## src/rtl/wfmd_pkg.sv

```systemverilog
// Package for the windowed fault monitor: request and result types, function codes, edge masks.
`default_nettype none

package wfmd_pkg;

  localparam int CHAN_W   = 5;
  localparam int VALUE_W  = 32;
  localparam int TIME_W   = 16;
  localparam int WORD_W   = 32;

  typedef logic [2:0] func_t;

  localparam func_t FUNC_POLL      = 3'd0;
  localparam func_t FUNC_TRIP      = 3'd1;
  localparam func_t FUNC_CLR_ALL   = 3'd2;
  localparam func_t FUNC_CLR_HIST  = 3'd3;
  localparam func_t FUNC_CONFIG    = 3'd4;

  localparam logic [1:0] EDGE_UPPER = 2'h1;
  localparam logic [1:0] EDGE_LOWER = 2'h2;

  typedef struct packed {
    func_t                      func;
    logic [CHAN_W-1:0]          channel;
    logic signed [VALUE_W-1:0]  sample;
    logic signed [VALUE_W-1:0]  upper_bound;
    logic signed [VALUE_W-1:0]  lower_bound;
    logic [1:0]                 edge_enable;
    logic [TIME_W-1:0]          detect_time;
    logic [TIME_W-1:0]          recover_time;
  } item_t;

  typedef struct packed {
    logic [WORD_W-1:0] active_faults;
    logic [WORD_W-1:0] fault_history;
  } result_t;

endpackage

`default_nettype wire

```

## src/rtl/windowed_fault_monitor_debounce.sv

```systemverilog
// A poll that runs its debounce count goes through dispatch, the high and low compares,
// the count steps and finish; an in-range poll on a clear channel skips the count steps;
// a poll on an unregistered channel and any other request go from dispatch to finish. The
// next request is taken in the cycle after the result is loaded. A poll makes up to four
// passes through the one shared 32-bit signed comparator. A held result stalls the input.
// Reset (synchronous, rst_n low) clears both fault words, all counters and all enables.
`default_nettype none

module windowed_fault_monitor_debounce #(
  parameter int NUM_CHANNELS = 32
) (
  input  wire                     clk,
  input  wire                     rst_n,
  input  wire                     in_valid,
  output logic                    in_stall,
  input  wfmd_pkg::item_t         in_data,
  output logic                    out_valid,
  input  wire                     out_stall,
  output wfmd_pkg::result_t       out_data
);

  localparam int IDX_W = (NUM_CHANNELS > 1) ? $clog2(NUM_CHANNELS) : 1;

  typedef enum logic [2:0] {
    ST_IDLE,
    ST_DISPATCH,
    ST_CMP_HI,
    ST_CMP_LO,
    ST_CNT_LT,
    ST_CNT_GE,
    ST_FINISH
  } state_t;

  state_t                             state_r;
  wfmd_pkg::item_t                    item_r;
  logic [wfmd_pkg::WORD_W-1:0]        active_r;
  logic [wfmd_pkg::WORD_W-1:0]        history_r;
  logic                               out_valid_r;
  wfmd_pkg::result_t                  out_data_r;

  // Channel table.
  logic [1:0]                         en_r     [NUM_CHANNELS];
  logic signed [wfmd_pkg::VALUE_W-1:0] upper_r [NUM_CHANNELS];
  logic signed [wfmd_pkg::VALUE_W-1:0] lower_r [NUM_CHANNELS];
  logic [wfmd_pkg::TIME_W-1:0]        det_r    [NUM_CHANNELS];
  logic [wfmd_pkg::TIME_W-1:0]        rec_r    [NUM_CHANNELS];
  logic [wfmd_pkg::TIME_W-1:0]        vcnt_r   [NUM_CHANNELS];
  logic [wfmd_pkg::TIME_W-1:0]        rcnt_r   [NUM_CHANNELS];

  // Working copy of the polled channel.
  logic [1:0]                         wen_r;
  logic signed [wfmd_pkg::VALUE_W-1:0] wupper_r;
  logic signed [wfmd_pkg::VALUE_W-1:0] wlower_r;
  logic                               viol_r;
  logic [wfmd_pkg::TIME_W-1:0]        cnt_r;
  logic [wfmd_pkg::TIME_W-1:0]        lim_r;

  logic [IDX_W-1:0]                   idx;
  logic                               ch_ok;
  logic [wfmd_pkg::WORD_W-1:0]        ch_bit;
  logic                               in_acc;
  logic                               viol_nxt;

  // Shared comparator.
  logic signed [wfmd_pkg::VALUE_W-1:0] cmp_a;
  logic signed [wfmd_pkg::VALUE_W-1:0] cmp_b;
  logic                               cmp_gt;

  assign idx      = item_r.channel[IDX_W-1:0];
  assign ch_ok    = {27'd0, item_r.channel} < NUM_CHANNELS;
  assign ch_bit   = {{(wfmd_pkg::WORD_W-1){1'b0}}, 1'b1} << item_r.channel;
  assign in_stall = (state_r != ST_IDLE);
  assign in_acc   = in_valid && !in_stall;
  assign out_valid = out_valid_r;
  assign out_data  = out_data_r;

  always_comb begin
    cmp_a = item_r.sample;
    cmp_b = wupper_r;
    case (state_r)
      ST_CMP_HI: begin
        cmp_a = item_r.sample;
        cmp_b = wupper_r;
      end
      ST_CMP_LO: begin
        cmp_a = wlower_r;
        cmp_b = item_r.sample;
      end
      ST_CNT_LT, ST_CNT_GE: begin
        cmp_a = $signed({16'd0, lim_r});
        cmp_b = $signed({16'd0, cnt_r});
      end
      default: begin
        cmp_a = item_r.sample;
        cmp_b = wupper_r;
      end
    endcase
  end

  assign cmp_gt   = cmp_a > cmp_b;
  assign viol_nxt = viol_r || ((wen_r & wfmd_pkg::EDGE_LOWER) != 2'd0 && cmp_gt);

  // Settings written only by configure; they need no reset because enables gate their use.
  always_ff @(posedge clk) begin
    if (state_r == ST_DISPATCH && item_r.func == wfmd_pkg::FUNC_CONFIG && ch_ok) begin
      upper_r[idx] <= item_r.upper_bound;
      lower_r[idx] <= item_r.lower_bound;
      det_r[idx]   <= item_r.detect_time;
      rec_r[idx]   <= item_r.recover_time;
    end
  end

  always_ff @(posedge clk) begin
    if (!rst_n) begin
      state_r     <= ST_IDLE;
      active_r    <= '0;
      history_r   <= '0;
      out_valid_r <= 1'b0;
      for (int i = 0; i < NUM_CHANNELS; i++) begin
        en_r[i]   <= 2'd0;
        vcnt_r[i] <= '0;
        rcnt_r[i] <= '0;
      end
    end else begin
      if (out_valid_r && !out_stall && state_r != ST_FINISH) begin
        out_valid_r <= 1'b0;
      end
      case (state_r)
        ST_IDLE: begin
          if (in_acc) begin
            item_r  <= in_data;
            state_r <= ST_DISPATCH;
          end
        end
        ST_DISPATCH: begin
          case (item_r.func)
            wfmd_pkg::FUNC_POLL: begin
              wen_r    <= en_r[idx];
              wupper_r <= upper_r[idx];
              wlower_r <= lower_r[idx];
              if (ch_ok && en_r[idx] != 2'd0) begin
                state_r <= ST_CMP_HI;
              end else begin
                state_r <= ST_FINISH;
              end
            end
            wfmd_pkg::FUNC_TRIP: begin
              state_r <= ST_FINISH;
              if (ch_ok) begin
                vcnt_r[idx] <= '0;
                rcnt_r[idx] <= '0;
                active_r    <= active_r | ch_bit;
                history_r   <= history_r | ch_bit;
              end
            end
            wfmd_pkg::FUNC_CLR_ALL: begin
              state_r   <= ST_FINISH;
              active_r  <= '0;
              history_r <= '0;
              for (int i = 0; i < NUM_CHANNELS; i++) begin
                vcnt_r[i] <= '0;
                rcnt_r[i] <= '0;
              end
            end
            wfmd_pkg::FUNC_CLR_HIST: begin
              state_r   <= ST_FINISH;
              history_r <= '0;
            end
            wfmd_pkg::FUNC_CONFIG: begin
              state_r <= ST_FINISH;
              if (ch_ok) begin
                en_r[idx]   <= item_r.edge_enable;
                vcnt_r[idx] <= '0;
                rcnt_r[idx] <= '0;
              end
            end
            default: begin
              state_r <= ST_FINISH;
            end
          endcase
        end
        ST_CMP_HI: begin
          viol_r  <= ((wen_r & wfmd_pkg::EDGE_UPPER) != 2'd0) && cmp_gt;
          state_r <= ST_CMP_LO;
        end
        ST_CMP_LO: begin
          viol_r <= viol_nxt;
          if (viol_nxt) begin
            rcnt_r[idx] <= '0;
            cnt_r       <= vcnt_r[idx];
            lim_r       <= det_r[idx];
            state_r     <= ST_CNT_LT;
          end else if ((active_r & ch_bit) != '0) begin
            cnt_r   <= rcnt_r[idx];
            lim_r   <= rec_r[idx];
            state_r <= ST_CNT_LT;
          end else begin
            vcnt_r[idx] <= '0;
            state_r     <= ST_FINISH;
          end
        end
        ST_CNT_LT: begin
          // Count only while below the limit.
          if (cmp_gt) begin
            cnt_r <= cnt_r + 1'b1;
          end
          state_r <= ST_CNT_GE;
        end
        ST_CNT_GE: begin
          if (viol_r) begin
            vcnt_r[idx] <= cnt_r;
            if (!cmp_gt) begin
              active_r  <= active_r | ch_bit;
              history_r <= history_r | ch_bit;
            end
          end else begin
            rcnt_r[idx] <= cnt_r;
            if (!cmp_gt) begin
              active_r    <= active_r & ~ch_bit;
              vcnt_r[idx] <= '0;
            end
          end
          state_r <= ST_FINISH;
        end
        ST_FINISH: begin
          if (!out_valid_r || !out_stall) begin
            out_valid_r              <= 1'b1;
            out_data_r.active_faults <= active_r;
            out_data_r.fault_history <= history_r;
            state_r                  <= ST_IDLE;
          end
        end
        default: begin
          state_r <= ST_IDLE;
        end
      endcase
    end
  end

`ifndef NO_ASSERTIONS
  a_busy_after_accept: assert property (@(posedge clk) disable iff (!rst_n)
    (in_valid && !in_stall) |=> in_stall)
    else $error("request accepted while a previous one is still in work");

  a_count_within_limit: assert property (@(posedge clk) disable iff (!rst_n)
    (state_r == ST_CNT_GE) |-> (cnt_r <= lim_r))
    else $error("debounce count ran past its limit");

  a_result_from_finish: assert property (@(posedge clk) disable iff (!rst_n)
    $rose(out_valid) |-> $past(state_r == ST_FINISH))
    else $error("result presented outside the finish step");
`endif

endmodule

`default_nettype wire
```

## config.mk

```make
export PLATFORM = sky130hd
export DESIGN_NAME = windowed_fault_monitor_debounce
export DESIGN_NICKNAME = d
export VERILOG_FILES = /design/src/rtl/wfmd_pkg.sv /design/src/rtl/windowed_fault_monitor_debounce.sv
export SDC_FILE = /design/constraint.sdc
export NUM_CORES = 2
export LEC_CHECK = 0
export BUFFER_PORTS_ARGS = -buffer_cell sky130_fd_sc_hd__buf_2
export CORE_UTILIZATION = 43
export CTS_BUF_LIST = sky130_fd_sc_hd__clkbuf_8 sky130_fd_sc_hd__clkbuf_16
export DETAILED_ROUTE_END_ITERATION = 8
export PLACE_DENSITY = 0.59
export SYNTH_ARGS = -nofsm -noshare
export SYNTH_HDL_FRONTEND = slang
export SYNTH_MEMORY_MAX_BITS = 65536
export SYNTH_SLANG_ARGS = --single-unit
export TNS_END_PERCENT = 100
```

## constraint.sdc

```tcl
create_clock -name clk -period 7.4 [get_ports clk]
set_input_delay 0 -clock clk [delete_from_list [all_inputs] [get_ports clk]]
set_output_delay 0 -clock clk [all_outputs]
set_load 0.02 [all_outputs]
```

==> results.txt <==
----------------------------------------------------
[Floorplan]
  Cell Rows ... 234
  Die height ... roughly 640 µm
  DIE WIDTH ... between 600 and 700 µm
  Number of top-level pins ... 208
  Floorplan Core Area ... slightly above 400000 µm²
  Starting Density ... 43.3%
  Die footprint ... 413000 µm²

[CTS]
  Number of gates given a new drive strength after cts ... 0
  H-tree depth ... 5
  Clk sinks ... approximately 4.5k
  Number of buffers added by the clock tree synthesis step ... about 450
  Clock transition at the registers of the reported paths ... 0.06 ns
  Worst-skew pair later-pin latency ... ~1.0 ns
  Maximum number of buffers from clock root to sink ... 4
  TritonCTS clock tree ... done
  Cell at the root of the clock tree ... sky130_fd_sc_hd__clkbuf_16

[STA]
  Final cycle utilization of the critical path ... 86.9%
  Sum of negative setup slack ... 0 ns
  Slew of the pin with the lowest slew margin ... ~1.4 ns
  Slew Limit Headroom ... 8.36%
  Setup repair after global routing missed its margin ... false
  Final hold viol count ... 0
  Count of final setup violators ... 0
  Worst Clk Skew ... 0.0698 ns
  Number of max-slew violations in the final report ... 0
  Clock period minus worst slack ... about 6.4 ns
  Maximum achievable frequency ... around 0.16 GHz

[Detailed routing]
  Routed wire length ... 505 mm
  Avg Vias per Cell ... between 6 and 7
  Average detailed-routed wire length per instance ... 33.7 µm
  Antenna-violating nets left ... 0
  Post-route DRC violation count ... 0
  Starting DRT DRC Count ... 11.9k
  Via count ... about 90k
  First-pass detailed-route iteration total ... 6

[Synthesis]
  Number of flops mapped to enable cells by yosys ... 4461
  Register area share after synthesis ... 76.7%
  Synthesized instance count ... 8673
  Mean instance size in the synthesized netlist ... 20.4 µm²
  Post-synthesis cell type count ... 76
  Number of synthesized register bits ... 4534
  Post-Syn Area ... ~180000 µm²
  Yosys warning total ... 0
  Most frequently used flop master after synthesis ... sky130_fd_sc_hd__edfxtp_1
  Total nets after synthesis ... 8848
  Async set-reset flop share out of synthesis ... 0%

[Layout]
  Fraction of layout cells with a size suffix above 1 ... 25.4%
  Syn-to-layout area delta ... 14.4%
  Most common cell after layout, fill and taps aside ... sky130_fd_sc_hd__edfxtp_1
  Filler Cell Count ... 32.5k
  Commonest cells after routing, fill and taps aside ... 4461 x sky130_fd_sc_hd__edfxtp_1, 1188 x sky130_fd_sc_hd__mux4_2, 1102 x sky130_fd_sc_hd__nor2_1, 452 x sky130_fd_sc_hd__clkbuf_16, 278 x sky130_fd_sc_hd__dlygate4sd3_1
  Number of nets in the layout ... 9353
  Post-route core utilization ... between 40% and 50%

[Worst hold path]
  Hold Startpoint ... in_data[131]
  Cell depth of the worst min-delay path ... 4
  Hold/Removal Path Class ... input port to register

[Power]
  Fraction of power consumed by combinational cells ... 6.5%
  Worst supply voltage drop on vdd ... roughly 270 µV
  Internal Pwr Total ... 0.0426 W
  Static leakage ... 63.0 nW
  Relative contribution of sequential cells to total power ... 52.9%
  Cell area power density ... 272 nW/µm²
  Net switching power figure ... 0.0122 W
  Clock group share of total power ... 40.6%
  Switching Share ... between 20% and 30%
  Sum of internal, switching and leakage power ... approximately 0.055 W

[GRT]
  Wire length of the first global-routing pass ... 705 mm
  Global-route usage over all layers ... 24.1%
  Maximum number of pins on one net before global-route repair ... 125
  Met3 Track Usage GR ... 3.41%
  GRT met2 Usage ... 40.2%
  Met1 Usage GRT ... between 30 and 40%
  Overall overflow remaining after global route ... 0
  Busiest metal layer after global routing ... met2
  Number of global-route vias before repair ... between 80k and 90k
  Number of antenna violations at the first check in global routing ... 27

[Setup path]
  WP data required ... 7.99 ns
  Path depth of the worst reg2reg path ... 14
  Biggest fanout along the worst timing path ... 59
  Critical path class ... register to register
  Setup crit end kind ... register
  Data arrival, critical path ... 7.01 ns
  Category of the worst setup path launch point ... register
  Destination of the worst register-to-register timing path ... vcnt_r[12][0]$_SDFFCE_PN0P_
  Register-to-Register Setup Slack ... 0.97 ns
  Reg-to-reg critical path startpoint ... state_r[2]$_SDFFE_PN0P_

[Place]
  Number of buffer cells added on primary ports ... 207
  Final HPWL from detailed placement ... 279 mm
  Final weighted congestion of routability-driven global placement ... 0.887

[Status]
  Status ... complete, no violations

[Job]
  Max-capacitance violation count ... 0

----------------------------------------------------
[what timing repair did]
| item | CTS | global route |
|---|---|---|
| hold buffers | 278 | 0 |
| hold endpoints to repair | 213 | 0 |
| setup buffers | 0 | 0 |
[stage by stage]
step / instances / area, µm² / setup WS, ns / hold WS (ns)
6_report: 15000 / 202000 / 0.972 / 0.0559
5_1_grt: 15000 / 202000 / 0.735 / 0.0178
4_1_cts: 15000 / 202000 / 1.10 / 0.00583
3_5_place_dp: 13900 / 185000 / 1.10 / 0.178
3_3_place_gp: 13900 / 185000 / 1.32 / 0.177
2_1_floorplan: 8673 / 177000 / 0.981 / 0.0989
[final cells by class]
type | instances | area (µm²) | share of cell area [%]
sequential | 4534 | 135000 | 67.0
multi-input combinational | 3477 | 39100 | 19.4
clock buffer | 459 | 11400 | 5.65
tap | 5428 | 6790 | 3.36
timing repair buffer | 710 | 6180 | 3.06
clock inverter | 368 | 2950 | 1.46
antenna | 23 | 57.6 | 0.0285
inverter | 7 | 33.8 | 0.0167
[worst max-delay path: stages (launching register included)]
cell and delay, ns:
sky130_fd_sc_hd__dfxtp_1 0.74, sky130_fd_sc_hd__inv_1 0.26, sky130_fd_sc_hd__nand3_4 0.54, sky130_fd_sc_hd__nand2_1 0.64, sky130_fd_sc_hd__nor2_1 0.27, sky130_fd_sc_hd__nor2_1 0.07
sky130_fd_sc_hd__ha_1 0.30, sky130_fd_sc_hd__nand4_1 0.15, sky130_fd_sc_hd__or4_1 0.58, sky130_fd_sc_hd__or3_4 0.40, sky130_fd_sc_hd__o2111ai_2 0.13, sky130_fd_sc_hd__and4bb_2 0.36
sky130_fd_sc_hd__a31oi_4 0.12, sky130_fd_sc_hd__buf_4 0.34, sky130_fd_sc_hd__o21ai_1 1.06
[cell families (layout without fill, tap and decap cells)]
kind of cell / after synthesis / count (layout) / synth area share [%]
DFF: 4534 / 4534 / 76.7
and+or+nand+nor: 1596 / 1596 / 3.74
muxes: 1233 / 1233 / 15.4
buffers and inverters: 662 / 1544 / 1.51
AOI/OAI and AO/OA: 600 / 600 / 2.32
adders and majority gates: 33 / 33 / 0.234
xor gates and xnor gates: 15 / 15 / 0.0744
other: 0 / 23 / 0
[registers in the layout, indices dropped and copies added, names as in the netlist, named ones only]
signal	count
cnt_r	16
det_r	512
en_r	64
history_r	32
idx	5
item_r	133
lim_r	16
lower_r	1024
out_data	64
out_valid	1
rcnt_r	512
rec_r	512
state_r	3
upper_r	1024
vcnt_r	512
viol_r	1
wen_r	2
wlower_r	32
wupper_r	32
[Yosys cell counts, types with 4 or more instances]
master                     number  area share [%]
sky130_fd_sc_hd__edfxtp_1    4461              76
sky130_fd_sc_hd__mux4_2      1188              15
sky130_fd_sc_hd__nor2_1      1138             2.4
sky130_fd_sc_hd__clkbuf_1     463            0.98
sky130_fd_sc_hd__a22oi_1      263             1.1
sky130_fd_sc_hd__nand2_1      174            0.37
sky130_fd_sc_hd__o21ai_0      110            0.31
sky130_fd_sc_hd__a21oi_1      104            0.29
sky130_fd_sc_hd__nor3_1        95            0.27
sky130_fd_sc_hd__buf_1         93            0.20
sky130_fd_sc_hd__buf_2         90            0.26
sky130_fd_sc_hd__dfxtp_1       73            0.83
sky130_fd_sc_hd__nand4_1       67            0.24
sky130_fd_sc_hd__and3_1        37            0.13
sky130_fd_sc_hd__ha_1          33            0.23
sky130_fd_sc_hd__mux2i_1       32            0.18
sky130_fd_sc_hd__o21a_1        32            0.14
sky130_fd_sc_hd__nand3_1       25           0.071
sky130_fd_sc_hd__o22a_1        17           0.084
sky130_fd_sc_hd__or2_2         16           0.057
sky130_fd_sc_hd__o22ai_1       14           0.050
sky130_fd_sc_hd__o32ai_1       13           0.064
sky130_fd_sc_hd__xnor2_1       12           0.060
sky130_fd_sc_hd__a211oi_1       7           0.030
sky130_fd_sc_hd__nand2b_1       7           0.025
sky130_fd_sc_hd__a221oi_2       6           0.051
sky130_fd_sc_hd__inv_1          6           0.013
sky130_fd_sc_hd__mux2_2         6           0.038
sky130_fd_sc_hd__and2_1         5           0.018
sky130_fd_sc_hd__buf_6          5           0.032
sky130_fd_sc_hd__nor2b_1        5           0.018
sky130_fd_sc_hd__a211o_1        4           0.020
sky130_fd_sc_hd__a21o_1         4           0.017
sky130_fd_sc_hd__mux2_4         4           0.034
sky130_fd_sc_hd__nor3b_1        4           0.017
[routing by layer]
metal	wire length, µm	share of wire, %
met1	198000	39
met2	250000	50
met3	38700	7.7
met4	18200	3.6
met5	49	0.0097
[power by group through the flow]
stage / combinational (W) / clock [W] / sequential (W)
global placement: 0.00344 / 0 / 0.0295
floorplan: 0.00230 / 0 / 0.0293
global route: 0.00372 / 0.0235 / 0.0291
finish: 0.00357 / 0.0223 / 0.0290
CTS: 0.00359 / 0.0226 / 0.0290
detailed placement: 0.00347 / 0 / 0.0295
[worst max path at each step]
stage	from	end	slack, ns	cells past startpoint
6_report	state_r[2]$_SDFFE_PN0P_	vcnt_r[12][0]$_SDFFCE_PN0P_	0.97	14
5_1_grt	state_r[2]$_SDFFE_PN0P_	vcnt_r[12][0]$_SDFFCE_PN0P_	0.73	13
4_1_cts	state_r[2]$_SDFFE_PN0P_	vcnt_r[22][8]$_SDFFCE_PN0P_	1.10	14
3_5_place_dp	state_r[2]$_SDFFE_PN0P_	vcnt_r[22][3]$_SDFFCE_PN0P_	1.10	14
3_3_place_gp	state_r[2]$_SDFFE_PN0P_	vcnt_r[22][14]$_SDFFCE_PN0P_	1.32	14
2_1_floorplan	idx[3]$_DFFE_PP_	det_r[9][0]$_DFFE_PP_	0.98	7
No activity file was read; power rests on OpenSTA's default activity.
